--- src/rtl/page_frame_pool_manager_core_assert.svh ---
// ----------------------------------------------------------------------------
// Assertion macros for the page frame pool manager
// Each macro expands to one labeled concurrent assertion that reports by $error.
// ----------------------------------------------------------------------------
`ifndef PAGE_FRAME_POOL_MANAGER_CORE_ASSERT_SVH
`define PAGE_FRAME_POOL_MANAGER_CORE_ASSERT_SVH

// Same-cycle implication, disabled while reset is high
`define PFPM_ASSERT_IMPL(name, clk, rst, ante, cons, msg) \
   name: assert property (@(posedge clk) disable iff (rst) (ante) |-> (cons)) \
      else $error(msg);

// Next-cycle implication, disabled while reset is high
`define PFPM_ASSERT_NEXT(name, clk, rst, ante, cons, msg) \
   name: assert property (@(posedge clk) disable iff (rst) (ante) |=> (cons)) \
      else $error(msg);

`endif

--- src/rtl/pfpm_pkg.sv ---
// ----------------------------------------------------------------------------
// pfpm_pkg
// Types, codes and constants shared by the page frame pool manager modules.
// ----------------------------------------------------------------------------
package pfpm_pkg;

   // Default build size
   localparam int DEF_POOL_FRAMES = 64;
   localparam int DEF_PIN_BITS    = 8;

   // Fixed field widths of the ports
   localparam int OP_W          = 3;
   localparam int PAGE_W        = 32;
   localparam int CFG_W         = 7;
   localparam int FRAME_INDEX_W = 6;
   localparam int WB_W          = 7;
   localparam int COUNT_W       = 32;

   // Frame count after reset
   localparam logic [CFG_W-1:0] FRAMES_RESET = 7'd64;
   // Saturation point of the written-back field
   localparam logic [WB_W-1:0]  WB_MAX       = 7'd127;

   typedef enum logic [OP_W-1:0] {
      OP_GET         = 3'd0,
      OP_PIN         = 3'd1,
      OP_UNPIN       = 3'd2,
      OP_FLUSH_PAGE  = 3'd3,
      OP_FLUSH_ALL   = 3'd4,
      OP_RESET_STATS = 3'd5
   } op_type;

   typedef enum logic [2:0] {
      STAT_HIT        = 3'd0,
      STAT_MISS       = 3'd1,
      STAT_NO_VICTIM  = 3'd2,
      STAT_ABSENT     = 3'd3,
      STAT_NOT_PINNED = 3'd4,
      STAT_PIN_FULL   = 3'd5,
      STAT_DONE       = 3'd6
   } status_type;

   typedef enum logic [2:0] {
      S_CLEAR,
      S_IDLE,
      S_LOOKUP,
      S_VICTIM,
      S_FLUSH_ALL,
      S_FINISH
   } state_type;

   // One response transaction
   typedef struct packed {
      status_type                 status;
      logic [FRAME_INDEX_W-1:0]   frame_index;
      logic [WB_W-1:0]            written_back;
      logic [COUNT_W-1:0]         hit_count;
      logic [COUNT_W-1:0]         miss_count;
      logic [COUNT_W-1:0]         flush_count;
   } rsp_type;

endpackage

--- src/rtl/page_frame_pool_manager_core.sv ---
// ----------------------------------------------------------------------------
// page_frame_pool_manager_core
// Page frame pool with rotating-hand replacement: lookup, load, pin, unpin,
// flush and statistics over a frame table held in a synchronous memory.
//
//   Port group   Direction   Handshake               Contents
//   req_*        in          req_valid / req_stall   operation, page, dirty mark
//   rsp_*        out         rsp_valid / rsp_stall   status, frame, counters
//   csr_*        in          csr_write_enable        frames in use
//
// One transaction at a time. The table is scanned one entry per cycle through
// its single read port; reset statistics and unused codes read no entry, lookup
// and flush all scan up to frames_in_use entries, and a get miss scans the table
// twice, once to look up the page and once to search for a victim.
// After reset a clearing pass over all POOL_FRAMES entries runs with req_stall high.
// A finished response waits in the output register while the next request is
// taken; a stalled response holds the sequencer only when a second one is done.
// ----------------------------------------------------------------------------
module page_frame_pool_manager_core
   import pfpm_pkg::*;
#(
   parameter int POOL_FRAMES = DEF_POOL_FRAMES,
   parameter int PIN_BITS    = DEF_PIN_BITS
) (
   input  logic                     clock,
   input  logic                     reset,
   // Configuration
   input  logic                     csr_write_enable,
   input  logic [CFG_W-1:0]         csr_write_data,
   // Request channel
   input  logic                     req_valid,
   output logic                     req_stall,
   input  logic [OP_W-1:0]          req_operation,
   input  logic [PAGE_W-1:0]        req_page_number,
   input  logic                     req_mark_dirty,
   // Response channel
   output logic                     rsp_valid,
   input  logic                     rsp_stall,
   output logic [2:0]               rsp_status,
   output logic [FRAME_INDEX_W-1:0] rsp_frame_index,
   output logic [WB_W-1:0]          rsp_written_back,
   output logic [COUNT_W-1:0]       rsp_hit_count,
   output logic [COUNT_W-1:0]       rsp_miss_count,
   output logic [COUNT_W-1:0]       rsp_flush_count
);

   localparam int IDX_W = $clog2(POOL_FRAMES);

   logic [CFG_W-1:0]    frames_ff, frames_in;
   logic                rsp_valid_ff, rsp_valid_in;
   rsp_type             rsp_ff;
   logic                out_free;
   logic                rsp_load;
   rsp_type             rsp_data;

   logic                rd_en;
   logic [IDX_W-1:0]    rd_addr;
   logic [PAGE_W-1:0]   rd_page;
   logic                rd_valid;
   logic                rd_dirty;
   logic [PIN_BITS-1:0] rd_pins;
   logic                wr_en;
   logic [IDX_W-1:0]    wr_addr;
   logic [PAGE_W-1:0]   wr_page;
   logic                wr_valid;
   logic                wr_dirty;
   logic [PIN_BITS-1:0] wr_pins;

   // Frame count register
   assign frames_in = csr_write_enable ? csr_write_data : frames_ff;

   // Output register: load on a finished transaction, drop when taken
   assign out_free = !rsp_valid_ff || !rsp_stall;
   always_comb begin
      if (rsp_load) begin
         rsp_valid_in = 1'b1;
      end else if (!rsp_stall) begin
         rsp_valid_in = 1'b0;
      end else begin
         rsp_valid_in = rsp_valid_ff;
      end
   end

   always_ff @(posedge clock) begin
      if (reset) begin
         frames_ff    <= FRAMES_RESET;
         rsp_valid_ff <= 1'b0;
      end else begin
         frames_ff    <= frames_in;
         rsp_valid_ff <= rsp_valid_in;
      end
   end

   always_ff @(posedge clock) begin
      if (rsp_load) begin
         rsp_ff <= rsp_data;
      end
   end

   assign rsp_valid        = rsp_valid_ff;
   assign rsp_status       = rsp_ff.status;
   assign rsp_frame_index  = rsp_ff.frame_index;
   assign rsp_written_back = rsp_ff.written_back;
   assign rsp_hit_count    = rsp_ff.hit_count;
   assign rsp_miss_count   = rsp_ff.miss_count;
   assign rsp_flush_count  = rsp_ff.flush_count;

   // Sequencer
   pfpm_scan_ctrl #(
      .POOL_FRAMES (POOL_FRAMES),
      .PIN_BITS    (PIN_BITS)
   ) u_ctrl (
      .clock           (clock),
      .reset           (reset),
      .req_valid       (req_valid),
      .req_stall       (req_stall),
      .req_operation   (req_operation),
      .req_page_number (req_page_number),
      .req_mark_dirty  (req_mark_dirty),
      .frames_in_use   (frames_ff),
      .out_free        (out_free),
      .rsp_load        (rsp_load),
      .rsp_data        (rsp_data),
      .rd_en           (rd_en),
      .rd_addr         (rd_addr),
      .rd_page         (rd_page),
      .rd_valid        (rd_valid),
      .rd_dirty        (rd_dirty),
      .rd_pins         (rd_pins),
      .wr_en           (wr_en),
      .wr_addr         (wr_addr),
      .wr_page         (wr_page),
      .wr_valid        (wr_valid),
      .wr_dirty        (wr_dirty),
      .wr_pins         (wr_pins)
   );

   // Frame table
   pfpm_frame_mem #(
      .POOL_FRAMES (POOL_FRAMES),
      .PIN_BITS    (PIN_BITS)
   ) u_mem (
      .clock    (clock),
      .rd_en    (rd_en),
      .rd_addr  (rd_addr),
      .rd_page  (rd_page),
      .rd_valid (rd_valid),
      .rd_dirty (rd_dirty),
      .rd_pins  (rd_pins),
      .wr_en    (wr_en),
      .wr_addr  (wr_addr),
      .wr_page  (wr_page),
      .wr_valid (wr_valid),
      .wr_dirty (wr_dirty),
      .wr_pins  (wr_pins)
   );

endmodule

--- src/rtl/pfpm_frame_mem.sv ---
// ----------------------------------------------------------------------------
// pfpm_frame_mem
// Frame table: one write port, one read port, registered read data.
// Each entry holds page number, valid mark, dirty mark and pin count.
// ----------------------------------------------------------------------------
module pfpm_frame_mem
   import pfpm_pkg::*;
#(
   parameter int POOL_FRAMES = DEF_POOL_FRAMES,
   parameter int PIN_BITS    = DEF_PIN_BITS,
   localparam int IDX_W      = $clog2(POOL_FRAMES)
) (
   input  logic                clock,
   input  logic                rd_en,
   input  logic [IDX_W-1:0]    rd_addr,
   output logic [PAGE_W-1:0]   rd_page,
   output logic                rd_valid,
   output logic                rd_dirty,
   output logic [PIN_BITS-1:0] rd_pins,
   input  logic                wr_en,
   input  logic [IDX_W-1:0]    wr_addr,
   input  logic [PAGE_W-1:0]   wr_page,
   input  logic                wr_valid,
   input  logic                wr_dirty,
   input  logic [PIN_BITS-1:0] wr_pins
);

   localparam int ENTRY_W = PAGE_W + 2 + PIN_BITS;

   logic [ENTRY_W-1:0] frame_mem_ff [POOL_FRAMES];
   logic [ENTRY_W-1:0] rd_data_ff;

   // Write and read the table
   always_ff @(posedge clock) begin
      if (wr_en) begin
         frame_mem_ff[wr_addr] <= {wr_page, wr_valid, wr_dirty, wr_pins};
      end
      if (rd_en) begin
         rd_data_ff <= frame_mem_ff[rd_addr];
      end
   end

   // Split the read entry
   assign rd_page  = rd_data_ff[ENTRY_W-1 -: PAGE_W];
   assign rd_valid = rd_data_ff[PIN_BITS+1];
   assign rd_dirty = rd_data_ff[PIN_BITS];
   assign rd_pins  = rd_data_ff[PIN_BITS-1:0];

endmodule

--- src/rtl/pfpm_scan_ctrl.sv ---
// ----------------------------------------------------------------------------
// pfpm_scan_ctrl
// Sequencer that scans the frame table one entry per cycle for lookup,
// victim search and flush all, and writes back the modified entry.
// ----------------------------------------------------------------------------
`include "page_frame_pool_manager_core_assert.svh"

module pfpm_scan_ctrl
   import pfpm_pkg::*;
#(
   parameter int POOL_FRAMES = DEF_POOL_FRAMES,
   parameter int PIN_BITS    = DEF_PIN_BITS,
   localparam int IDX_W      = $clog2(POOL_FRAMES)
) (
   input  logic                clock,
   input  logic                reset,
   // Request side
   input  logic                req_valid,
   output logic                req_stall,
   input  logic [OP_W-1:0]     req_operation,
   input  logic [PAGE_W-1:0]   req_page_number,
   input  logic                req_mark_dirty,
   // Frame count register
   input  logic [CFG_W-1:0]    frames_in_use,
   // Response side
   input  logic                out_free,
   output logic                rsp_load,
   output rsp_type             rsp_data,
   // Frame table
   output logic                rd_en,
   output logic [IDX_W-1:0]    rd_addr,
   input  logic [PAGE_W-1:0]   rd_page,
   input  logic                rd_valid,
   input  logic                rd_dirty,
   input  logic [PIN_BITS-1:0] rd_pins,
   output logic                wr_en,
   output logic [IDX_W-1:0]    wr_addr,
   output logic [PAGE_W-1:0]   wr_page,
   output logic                wr_valid,
   output logic                wr_dirty,
   output logic [PIN_BITS-1:0] wr_pins
);

   localparam int CNT_W = $clog2(POOL_FRAMES + 1);
   localparam int CMP_W = (CNT_W > CFG_W) ? CNT_W : CFG_W;
   localparam logic [PIN_BITS-1:0] PIN_MAX  = {PIN_BITS{1'b1}};
   localparam logic [IDX_W-1:0]    LAST_IDX = IDX_W'(POOL_FRAMES - 1);

   state_type             state_ff, state_in;
   logic [IDX_W-1:0]      clr_addr_ff, clr_addr_in;
   op_type                op_ff, op_in;
   logic [PAGE_W-1:0]     page_ff, page_in;
   logic                  mark_ff, mark_in;
   logic [CNT_W-1:0]      iss_cnt_ff, iss_cnt_in;
   logic [IDX_W-1:0]      iss_addr_ff, iss_addr_in;
   logic                  chk_vld_ff, chk_vld_in;
   logic [IDX_W-1:0]      chk_idx_ff, chk_idx_in;
   logic                  chk_last_ff, chk_last_in;
   logic [IDX_W-1:0]      hand_ff, hand_in;
   logic [COUNT_W-1:0]    hits_ff, hits_in;
   logic [COUNT_W-1:0]    misses_ff, misses_in;
   logic [COUNT_W-1:0]    flushes_ff, flushes_in;
   status_type            res_status_ff, res_status_in;
   logic [IDX_W-1:0]      res_frame_ff, res_frame_in;
   logic [WB_W-1:0]       res_wb_ff, res_wb_in;

   logic [CMP_W-1:0]      frames_ext;
   logic [CNT_W-1:0]      n_act;
   logic [CNT_W-1:0]      iss_cnt_nx;
   logic [CNT_W-1:0]      iss_addr_nx;
   logic [CNT_W-1:0]      chk_idx_ext;
   logic [CNT_W-1:0]      chk_idx_nx;
   logic [CNT_W-1:0]      hand_ext;
   logic [IDX_W-1:0]      hand_eff;
   logic                  scanning;
   logic                  chk_hit;
   logic                  vict_take;
   logic [IDX_W+FRAME_INDEX_W-1:0] frame_wide;

   // Clamp the frame count to 1..POOL_FRAMES
   assign frames_ext = CMP_W'(frames_in_use);
   always_comb begin
      if (frames_in_use == '0) begin
         n_act = CNT_W'(1);
      end else if (frames_ext > CMP_W'(POOL_FRAMES)) begin
         n_act = CNT_W'(POOL_FRAMES);
      end else begin
         n_act = frames_ext[CNT_W-1:0];
      end
   end

   // Scan helpers
   assign iss_cnt_nx  = iss_cnt_ff + CNT_W'(1);
   assign iss_addr_nx = CNT_W'(iss_addr_ff) + CNT_W'(1);
   assign chk_idx_ext = CNT_W'(chk_idx_ff);
   assign chk_idx_nx  = chk_idx_ext + CNT_W'(1);
   assign hand_ext    = CNT_W'(hand_ff);
   assign hand_eff    = (hand_ext >= n_act) ? '0 : hand_ff;
   assign scanning    = (state_ff == S_LOOKUP) || (state_ff == S_VICTIM) ||
                        (state_ff == S_FLUSH_ALL);
   assign chk_hit     = chk_vld_ff && rd_valid && (rd_page == page_ff);
   assign vict_take   = chk_vld_ff && (rd_pins == '0) && !rd_dirty;

   assign rd_addr     = iss_addr_ff;
   assign req_stall   = (state_ff != S_IDLE);

   // Follow each issued read into the check stage
   assign chk_vld_in  = rd_en;
   assign chk_idx_in  = iss_addr_ff;
   assign chk_last_in = (iss_cnt_nx == n_act);

   // Next state, table writes and result
   always_comb begin
      state_in      = state_ff;
      clr_addr_in   = clr_addr_ff;
      op_in         = op_ff;
      page_in       = page_ff;
      mark_in       = mark_ff;
      iss_cnt_in    = iss_cnt_ff;
      iss_addr_in   = iss_addr_ff;
      hand_in       = hand_ff;
      hits_in       = hits_ff;
      misses_in     = misses_ff;
      flushes_in    = flushes_ff;
      res_status_in = res_status_ff;
      res_frame_in  = res_frame_ff;
      res_wb_in     = res_wb_ff;
      rd_en         = 1'b0;
      rsp_load      = 1'b0;
      wr_en         = 1'b0;
      wr_addr       = chk_idx_ff;
      wr_page       = rd_page;
      wr_valid      = rd_valid;
      wr_dirty      = rd_dirty;
      wr_pins       = rd_pins;

      // Issue one read per cycle, wrapping at the frame count
      if (scanning && (iss_cnt_ff < n_act)) begin
         rd_en       = 1'b1;
         iss_cnt_in  = iss_cnt_nx;
         iss_addr_in = (iss_addr_nx == n_act) ? '0 : iss_addr_nx[IDX_W-1:0];
      end

      unique case (state_ff)
         S_CLEAR: begin
            wr_en    = 1'b1;
            wr_addr  = clr_addr_ff;
            wr_page  = '0;
            wr_valid = 1'b0;
            wr_dirty = 1'b0;
            wr_pins  = '0;
            if (clr_addr_ff == LAST_IDX) begin
               state_in = S_IDLE;
            end else begin
               clr_addr_in = clr_addr_ff + IDX_W'(1);
            end
         end

         S_IDLE: begin
            if (req_valid) begin
               op_in         = op_type'(req_operation);
               page_in       = req_page_number;
               mark_in       = req_mark_dirty;
               hand_in       = hand_eff;
               iss_cnt_in    = '0;
               iss_addr_in   = '0;
               res_status_in = STAT_DONE;
               res_frame_in  = '0;
               res_wb_in     = '0;
               unique case (op_type'(req_operation))
                  OP_GET, OP_PIN, OP_UNPIN, OP_FLUSH_PAGE: begin
                     state_in = S_LOOKUP;
                  end
                  OP_FLUSH_ALL: begin
                     state_in = S_FLUSH_ALL;
                  end
                  OP_RESET_STATS: begin
                     hits_in    = '0;
                     misses_in  = '0;
                     flushes_in = '0;
                     state_in   = S_FINISH;
                  end
                  default: begin
                     state_in = S_FINISH;
                  end
               endcase
            end
         end

         S_LOOKUP: begin
            if (chk_hit) begin
               // Lowest valid frame holding the page
               res_frame_in = chk_idx_ff;
               state_in     = S_FINISH;
               unique case (op_ff)
                  OP_GET: begin
                     hits_in       = hits_ff + COUNT_W'(1);
                     res_status_in = STAT_HIT;
                  end
                  OP_PIN: begin
                     if (rd_pins == PIN_MAX) begin
                        res_status_in = STAT_PIN_FULL;
                     end else begin
                        wr_en   = 1'b1;
                        wr_pins = rd_pins + PIN_BITS'(1);
                     end
                  end
                  OP_UNPIN: begin
                     if (rd_pins == '0) begin
                        res_status_in = STAT_NOT_PINNED;
                     end else begin
                        wr_en    = 1'b1;
                        wr_pins  = rd_pins - PIN_BITS'(1);
                        wr_dirty = rd_dirty | mark_ff;
                     end
                  end
                  OP_FLUSH_PAGE: begin
                     if (rd_dirty) begin
                        wr_en      = 1'b1;
                        wr_dirty   = 1'b0;
                        flushes_in = flushes_ff + COUNT_W'(1);
                        res_wb_in  = WB_W'(1);
                     end
                  end
                  default: begin
                  end
               endcase
            end else if (chk_vld_ff && chk_last_ff) begin
               if (op_ff == OP_GET) begin
                  // Miss: search for a victim starting at the hand
                  misses_in     = misses_ff + COUNT_W'(1);
                  res_status_in = STAT_NO_VICTIM;
                  iss_cnt_in    = '0;
                  iss_addr_in   = hand_ff;
                  state_in      = S_VICTIM;
               end else begin
                  res_status_in = STAT_ABSENT;
                  state_in      = S_FINISH;
               end
            end
         end

         S_VICTIM: begin
            if (vict_take) begin
               // Load the page into the first clean unpinned frame
               wr_en         = 1'b1;
               wr_page       = page_ff;
               wr_valid      = 1'b1;
               wr_dirty      = 1'b0;
               hand_in       = (chk_idx_nx == n_act) ? '0 : chk_idx_nx[IDX_W-1:0];
               res_status_in = STAT_MISS;
               res_frame_in  = chk_idx_ff;
               state_in      = S_FINISH;
            end else if (chk_vld_ff && chk_last_ff) begin
               state_in = S_FINISH;
            end
         end

         S_FLUSH_ALL: begin
            if (chk_vld_ff && rd_dirty) begin
               wr_en      = 1'b1;
               wr_dirty   = 1'b0;
               flushes_in = flushes_ff + COUNT_W'(1);
               if (res_wb_ff != WB_MAX) begin
                  res_wb_in = res_wb_ff + WB_W'(1);
               end
            end
            if (chk_vld_ff && chk_last_ff) begin
               state_in = S_FINISH;
            end
         end

         S_FINISH: begin
            // Hand the result to the output register once it is free
            if (out_free) begin
               rsp_load = 1'b1;
               state_in = S_IDLE;
            end
         end

         default: begin
            state_in = S_IDLE;
         end
      endcase
   end

   // Control registers
   always_ff @(posedge clock) begin
      if (reset) begin
         state_ff    <= S_CLEAR;
         clr_addr_ff <= '0;
         iss_cnt_ff  <= '0;
         chk_vld_ff  <= 1'b0;
         hand_ff     <= '0;
         hits_ff     <= '0;
         misses_ff   <= '0;
         flushes_ff  <= '0;
      end else begin
         state_ff    <= state_in;
         clr_addr_ff <= clr_addr_in;
         iss_cnt_ff  <= iss_cnt_in;
         chk_vld_ff  <= chk_vld_in;
         hand_ff     <= hand_in;
         hits_ff     <= hits_in;
         misses_ff   <= misses_in;
         flushes_ff  <= flushes_in;
      end
   end

   // Payload registers
   always_ff @(posedge clock) begin
      op_ff         <= op_in;
      page_ff       <= page_in;
      mark_ff       <= mark_in;
      iss_addr_ff   <= iss_addr_in;
      chk_idx_ff    <= chk_idx_in;
      chk_last_ff   <= chk_last_in;
      res_status_ff <= res_status_in;
      res_frame_ff  <= res_frame_in;
      res_wb_ff     <= res_wb_in;
   end

   // Drive the result
   assign frame_wide = {{FRAME_INDEX_W{1'b0}}, res_frame_ff};
   always_comb begin
      rsp_data.status       = res_status_ff;
      rsp_data.frame_index  = frame_wide[FRAME_INDEX_W-1:0];
      rsp_data.written_back = res_wb_ff;
      rsp_data.hit_count    = hits_ff;
      rsp_data.miss_count   = misses_ff;
      rsp_data.flush_count  = flushes_ff;
   end

   // Scan writes only touch the entry currently being checked
   `PFPM_ASSERT_IMPL(a_wr_checked_entry, clock, reset, wr_en && (state_ff != S_CLEAR), chk_vld_ff && (wr_addr == chk_idx_ff), "table write outside the checked entry")
   // Checked entries stay within the frames in use
   `PFPM_ASSERT_IMPL(a_chk_in_range, clock, reset, chk_vld_ff, chk_idx_ext < n_act, "checked frame beyond frame count")
   // After a victim load the hand points at a frame in use
   `PFPM_ASSERT_NEXT(a_hand_in_range, clock, reset, (state_ff == S_VICTIM) && vict_take, hand_ext < n_act, "victim hand beyond frame count")

endmodule
--- config.mk ---
export PLATFORM = sky130hd
export DESIGN_NAME = page_frame_pool_manager_core
export DESIGN_NICKNAME = d
export VERILOG_FILES = /design/src/rtl/pfpm_pkg.sv /design/src/rtl/page_frame_pool_manager_core.sv /design/src/rtl/pfpm_frame_mem.sv /design/src/rtl/pfpm_scan_ctrl.sv
export VERILOG_INCLUDE_DIRS = /design/src /design/src/rtl
export SDC_FILE = /design/constraint.sdc
export NUM_CORES = 2
export LEC_CHECK = 0
export BUFFER_PORTS_ARGS = -buffer_cell sky130_fd_sc_hd__buf_4
export CAP_MARGIN = 20
export CORE_MARGIN = 5
export CORE_UTILIZATION = 40
export DETAILED_ROUTE_END_ITERATION = 10
export SLEW_MARGIN = 5
export SYNTH_ARGS = -nofsm -noshare
export SYNTH_HDL_FRONTEND = slang
export SYNTH_SLANG_ARGS = --single-unit
--- constraint.sdc ---
create_clock -name clock -period 8.27 [get_ports clock]
set_input_delay 0.4135 -clock clock [delete_from_list [all_inputs] [get_ports clock]]
set_output_delay 0.4135 -clock clock [all_outputs]
set_load 0.01 [all_outputs]
# --- Word level (Yosys, flattened, before mapping) ---
# Memory sizes are Yosys's and may differ from the RTL's. A register that Yosys moved wholly into a read port is not among the register bits.
# Cells that the tools add are included.
op_classes:
  n_addsub: 10
  magnitude_cmp: 3
  eq_ne: 40
  muxes: 95
  n_bitwise: 2
  reduce_logical: 33
ops:
  columns: ["op", "n"]
  rows:
  - ["$mux 32", 12]
  - ["$pmux 32 s2", 3]
  - ["$add 32x1->32 const B", 3]
  - ["$pmux 32 s3", 1]
  - ["$mux 7", 13]
  - ["$mux 6", 14]
  - ["$mux 3", 14]
  - ["$eq 32x32->1", 1]
  - ["$pmux 8 s2", 2]
  - ["$mux 8", 3]
  - ["$pmux 6 s2", 2]
  - ["$eq 7x7->1", 3]
  - ["$pmux 7 s3", 1]
  - ["$reduce_and 7->1", 3]
  - ["$mux 1", 19]
  - ["$eq 3x2->1 const B", 6]
  - ["$ne 2x2->1 const B", 9]
  - ["$pmux 3 s3", 2]
  - ["$pmux 3 s6", 1]
  - ["$pmux 6 s3", 1]
  - ["$add 6x1->7 const B", 2]
  - ["$add 7x1->7 const B", 2]
  - ["$pmux 7 s2", 1]
  - ["$eq 3x3->1 const B", 4]
  - ["other kinds (34)", 61]
totals:
  regBits: 304
  ramBits: 2688
  in_bits: 48
  out_inout_bits: 114
  n_memories: 1
mem_list:
  columns: ["name", "words", "word_bits", "read_ports", "rd_clocked_by_memory_dff", "wr", "line_no", "rtl"]
  rows:
  - ["u_mem.frame_mem_ff", 64, 42, 1, 1, 1, "pfpm_frame_mem.sv:30", "logic [ENTRY_W-1:0] frame_mem_ff [POOL_FRAMES];"]

# --- Depth between registers and ports, before layout ---
logic_depth:
  word_depth: 10
  mapped_depth: 13
  mapped_depth_nobuf: 12

# --- Cells and area by module ---
# Synthesis repeated with hierarchy kept, for this count alone.
unflattened:
  cells_unflattened: 5839
  area_unflattened_um2: 117566.5
modules_own_cells:
  columns: ["module", "instances", "cells_per_inst", "area_per_inst_um2", "seq_area_each_um2"]
  rows:
  - ["pfpm_frame_mem", 1, 4448, 103385.4, 81978.6]
  - ["pfpm_scan_ctrl", 1, 1252, 10528.8, 4204.0]
  - ["page_frame_pool_manager_core", 1, 139, 3652.3, 3523.4]

# --- Worst setup path before layout ---
# No wires, ideal clock.
synth_path:
  path_kind: "reg-to-reg"
  startpoint: "register u_ctrl.state_ff[2]"
  endpoint: "register rsp_ff (netlist bit rsp_flush_count[0]) (enable)"
  setup_time_ps: 620
  t_arrival_ps: 6186
  required_time_ps: 7650
  slack_ps: 1464
  stages_incl_launch_ff: 4
  path_buffers: 1
  synth_period_minus_slack_ps: 6806
  path_cell_list: "dfxtp_1 > clkbuf_1 > nand2_1 > a21oi_1"
synth_via:
  elab_chain_cells: 2
synth_rtl:
  columns: ["element", "line_no", "rtl"]
  rows:
  - ["start: declaration", "pfpm_scan_ctrl.sv:49", "state_type state_ff, state_in;"]
  - ["start signal: assignment", "pfpm_scan_ctrl.sv:299", "state_ff <= state_in;"]
  - ["$eq 3x3->1", "pfpm_scan_ctrl.sv:144", "unique case (state_ff)"]
  - ["$mux 1", "pfpm_scan_ctrl.sv:144", null]
  - ["via rsp_load", "page_frame_pool_manager_core.sv:53", "logic rsp_load;"]
  - ["end signal: assignment", "page_frame_pool_manager_core.sv:96", "rsp_ff <= rsp_data;"]
  - ["end: declaration", "page_frame_pool_manager_core.sv:51", "rsp_type rsp_ff;"]
# The timed path passes the listed nets, and every way through them passes these cells.
# A chain may end at the register's enable or synchronous reset.

# --- Worst setup path in the final report ---
layout_path:
  startpoint: "register u_ctrl.state_ff[1]"
  endpoint: "memory u_mem.frame_mem_ff[10][22] in the netlist's numbering, data pin"
layout_via:
  elab_chain_cells: 2
  word_cells_on_any_way: 3
  classes_between: "eq/ne: 1; mux: 1; reduce/logical: 1"
layout_rtl:
  columns: ["element", "line_no", "rtl"]
  rows:
  - ["$eq 3x2->1 / $logic_not 3->1 (equally long branches)", "pfpm_scan_ctrl.sv:144", null]
  - ["$pmux 32 s2 *", "pfpm_scan_ctrl.sv:144", null]
  - ["via u_ctrl.wr_page[12]", "pfpm_scan_ctrl.sv:38", "output logic [PAGE_W-1:0] wr_page,"]
  - ["end: declaration", "pfpm_frame_mem.sv:30", null]
# The timed path passes the listed nets; every way through them passes the cells marked *.

==> run_summary.xml <==
<?xml version="1.0" encoding="UTF-8"?>
<metrics>
  <group name="clock_network">
    <metric name="cts.reportedPaths.clkPinSlew" unit="ps">60</metric>
    <metric name="clockBufferDepth" unit="">4</metric>
    <metric name="clock_latency" unit="ps">860</metric>
    <metric name="cts_tree" unit="">built</metric>
    <metric name="tritoncts.num_buffers" unit="">309</metric>
    <metric name="ctsHtreeMaxLevel" unit="">5</metric>
    <metric name="cts_hold_repair.buffers" unit="">60</metric>
    <metric name="numClockSinks" unit="">3034</metric>
    <metric name="root_buffer" unit="">sky130_fd_sc_hd__clkbuf_16</metric>
    <metric name="number_of_buffers_inserted_to_repair_setup_after_cts" unit="">0</metric>
    <metric name="cts_resized" unit="">0</metric>
  </group>
  <group name="final_layout">
    <metric name="area_delta_synth_final" unit="%">14.8</metric>
    <metric name="fill_cells" unit="">23800</metric>
    <metric name="final_layout_size_suffix_gt1_share" unit="%">28.9</metric>
    <metric name="nNetsFinal" unit="">5832</metric>
    <metric name="instances_no_fill" unit="">9905</metric>
  </group>
  <group name="critical_path">
    <metric name="worstPathRequired" unit="ps">8790</metric>
    <metric name="crit_type" unit="">reg -&gt; reg</metric>
    <metric name="timing.critical_path.fanout_max" unit="">48</metric>
    <metric name="crit_chain" unit="">nor2b_1 &gt; nand2_1 &gt; nor4_2 &gt; buf_4 &gt; buf_4 &gt; nand2_1 &gt; o21ai_4 &gt; buf_4</metric>
    <metric name="worst_ep_arrival_time" unit="ps">5510</metric>
    <metric name="critical_path_buf_inv_count" unit="">3</metric>
    <metric name="path_common_cell" unit="">sky130_fd_sc_hd__buf_4</metric>
    <metric name="r2r_cells" unit="">8</metric>
    <metric name="cp_slowest_cell" unit="">sky130_fd_sc_hd__dfxtp_1</metric>
    <metric name="cpPeakStageDelay" unit="ps">870</metric>
    <metric name="critical_path.top_delay_family" unit="">buffers and inverters</metric>
    <metric name="worst-path-stages" unit="">8</metric>
    <metric name="timing.critical_path.from_type" unit="">flop</metric>
    <metric name="critical_path.endpoint_type" unit="">flop</metric>
  </group>
  <group name="synth">
    <metric name="synthFlopType" unit="">sky130_fd_sc_hd__edfxtp_1</metric>
    <metric name="postSynthAreaPerCell" unit="µm²">22.0</metric>
    <metric name="synth_top_cell_by_area" unit="">sky130_fd_sc_hd__edfxtp_1</metric>
    <metric name="number_of_library_cell_types_mapped_by_synthesis" unit="">72</metric>
    <metric name="synth.area.top_cells" unit="">sky130_fd_sc_hd__edfxtp_1 74%, sky130_fd_sc_hd__mux4_2 17%, sky130_fd_sc_hd__dfxtp_1 2.4%</metric>
    <metric name="ys_ff_latch" unit="">3034</metric>
    <metric name="synth_top_cells_by_count" unit="">2894 x sky130_fd_sc_hd__edfxtp_1, 882 x sky130_fd_sc_hd__mux4_2, 200 x sky130_fd_sc_hd__nand2_1</metric>
    <metric name="syn_inst" unit="">5342</metric>
    <metric name="yosys.area.top_type_share" unit="%">74.1</metric>
    <metric name="mappedNetlistArea" unit="µm²">117000</metric>
    <metric name="ys_async_sr_fraction" unit="%">0</metric>
    <metric name="seq_area_frac_synth" unit="%">76.4</metric>
    <metric name="synth_edf_count" unit="">2894</metric>
    <metric name="synthesis.yosys.warnings" unit="">0</metric>
    <metric name="synth.most_common_cell" unit="">sky130_fd_sc_hd__edfxtp_1</metric>
    <metric name="number_of_nets_produced_by_synthesis" unit="">5413</metric>
  </group>
  <group name="timing">
    <metric name="layout_worst_path_cycle_share" unit="%">60.3</metric>
    <metric name="timing_max_transition_violations_final" unit="">0</metric>
    <metric name="period_needed" unit="ps">4990</metric>
    <metric name="fin_setup_tns" unit="ps">0</metric>
    <metric name="fmax" unit="MHz">200</metric>
    <metric name="clock_skew" unit="ps">55.0</metric>
    <metric name="setup_violations" unit="">0</metric>
    <metric name="relSlewSlack" unit="%">20.5</metric>
    <metric name="finalHoldViolCount" unit="">0</metric>
    <metric name="rsz0062_at_grt" unit="">no</metric>
    <metric name="timing_worst_slew_pin_value" unit="ps">1190</metric>
    <metric name="hold-worst-slack" unit="ps">314</metric>
    <metric name="final_critical_path_setup_slack" unit="ps">3280</metric>
  </group>
  <group name="place">
    <metric name="dpl.cell_count" unit="">9288</metric>
    <metric name="dp_slack" unit="ps">3410</metric>
    <metric name="dpl.hpwl" unit="mm">188</metric>
    <metric name="routability_congestion_estimate" unit="">0.855</metric>
    <metric name="io_buffer_count" unit="">161</metric>
  </group>
  <group name="global_route">
    <metric name="global_route.overflow_total" unit="">0</metric>
    <metric name="grt_antenna_before_repair" unit="">29</metric>
    <metric name="vias_in_the_first_global_route" unit="">57700</metric>
    <metric name="grt_start_max_net_pins" unit="">141</metric>
    <metric name="globalRouteTotalUtil" unit="%">20.6</metric>
    <metric name="global_route_wire_length_before_repair" unit="mm">448</metric>
  </group>
  <group name="floorplan">
    <metric name="effective_utilization_at_floorplan" unit="%">40.2</metric>
    <metric name="die_footprint" unit="µm²">304000</metric>
    <metric name="dieWidth" unit="µm">552</metric>
    <metric name="core-area" unit="µm²">292000</metric>
    <metric name="num_io_pins" unit="">162</metric>
    <metric name="core.rowCount" unit="">198</metric>
    <metric name="height_of_the_chip" unit="µm">552</metric>
  </group>
  <group name="power_and_ir_drop">
    <metric name="vdd.ir_drop.worst" unit="mV">0.221</metric>
    <metric name="cellLeakagePower" unit="nW">38.1</metric>
    <metric name="power-per-cell-area" unit="nW/µm²">245</metric>
  </group>
  <group name="flow_run">
    <metric name="max_cap_viol_count" unit="">0</metric>
  </group>
  <group name="outcome">
    <metric name="status" unit="">complete, no violations</metric>
  </group>
  <group name="routing">
    <metric name="post_drt_wl_per_cell" unit="µm">32.1</metric>
    <metric name="dr_total_vias" unit="">58300</metric>
    <metric name="route.detailed.vias_per_inst" unit="">5.89</metric>
    <metric name="drc_errors" unit="">0</metric>
    <metric name="wl" unit="mm">318</metric>
    <metric name="firstDrtPassIters" unit="">5</metric>
    <metric name="postRouteAntennaNets" unit="">0</metric>
    <metric name="detailedRoute.firstIterationViolations" unit="">7138</metric>
  </group>
  <group name="hold_path">
    <metric name="hold_class" unit="">in -&gt; reg</metric>
    <metric name="min_delay_path_depth" unit="">2</metric>
  </group>
</metrics>
## per-layer routing
| layer | share of wire (%) | wire length [µm] | vias up | global-route usage [%] |
|---|---|---|---|---|
| met5 | 0.010 | 32 | - | 0 |
| met4 | 3.7 | 11900 | 6 | 6.71 |
| met3 | 8.7 | 27700 | 484 | 3.67 |
| met2 | 47 | 150000 | 2858 | 32.8 |
| met1 | 40 | 128000 | 31600 | 29.2 |
| li1 | - | - | 23400 | - |
## where the power goes
part	total [mW]	internal (mW)	leakage, nW	switching [mW]
Combinational	3.04	1.43	8.58	1.61
Sequential	16.8	16.7	24.9	0.0790
Clock	13.3	7.57	4.60	5.69
## cell type report
class                      instances  area (µm²)  area share, %
tap                             3900        4880           3.62
timing repair buffer             385        3210           2.38
inverter                          37         140          0.104
antenna                           16        40.0         0.0297
clock buffer                     410        8310           6.17
sequential                      3034       89700           66.6
multi-input combinational       1994       27300           20.3
clock inverter                   129        1130          0.838
## worst register-to-register path: stages, from the launching register on
cell                      delay (ps)
sky130_fd_sc_hd__dfxtp_1         870
sky130_fd_sc_hd__nor2b_1         650
sky130_fd_sc_hd__nand2_1         220
sky130_fd_sc_hd__nor4_2          270
sky130_fd_sc_hd__buf_4           480
sky130_fd_sc_hd__buf_4           850
sky130_fd_sc_hd__nand2_1         320
sky130_fd_sc_hd__o21ai_4         260
sky130_fd_sc_hd__buf_4           660
## cell families after synthesis
kind of cell    synth area share [%]
flops                           76.4
mux                             17.1
simple gates                    2.75
compound gates                  1.71
buf+inv                         1.07
xor+xnor                       0.676
fa+ha+maj                      0.245
## flip-flops by register name, indices dropped and copies added (netlist names), 7 cells and up
name	cells
rsp_flush_count	32
u_ctrl.misses_ff	32
u_ctrl.iss_cnt_ff	7
rsp_miss_count	32
rsp_written_back	7
u_ctrl.page_ff	32
u_ctrl.res_wb_ff	7
u_ctrl.flushes_ff	32
rsp_hit_count	32
frames_ff	7
u_mem.rd_data_ff	42
u_mem.frame_mem_ff	2688
u_ctrl.hits_ff	32
## worst paths after layout
check / slack, ps / from / to
setup / recovery: 3280 / u_ctrl.state_ff[1] / u_mem.frame_mem_ff[10][22]
hold / removal: 310 / req_page_number[12] / u_ctrl.page_ff[12]
hold reg to reg: 440 / u_ctrl.res_status_ff[1] / rsp_status[1]
setup reg to reg: 3280 / u_ctrl.state_ff[1] / u_mem.frame_mem_ff[10][22]
## per-stage QoR
stage	utilization (%)	area (µm²)	power, mW
final	46.2	135000	33.1
after floorplan	-	117000	19.1
after global placement	42.7	125000	20.2
after detailed placement	42.7	125000	20.2
after CTS	46.2	135000	33.4
after global routing	46.2	135000	34.1
## cell usage in the layout (no fill, tap or decap), drive strengths merged, types with 23 or more instances in the layout
master       count
buf            325
o21ai          109
edfxtp        2894
nor2           146
or3             53
dfxtp          140
nand4           34
o31ai           27
a21oi           89
inv             49
clkbuf         410
or4             29
nand2          200
nand3           55
ha              23
xor2            30
xnor2           58
mux4           882
dlygate4sd3     60
nor3            43
clkinv          99
Note: power is estimated with default switching activity, not from simulation.
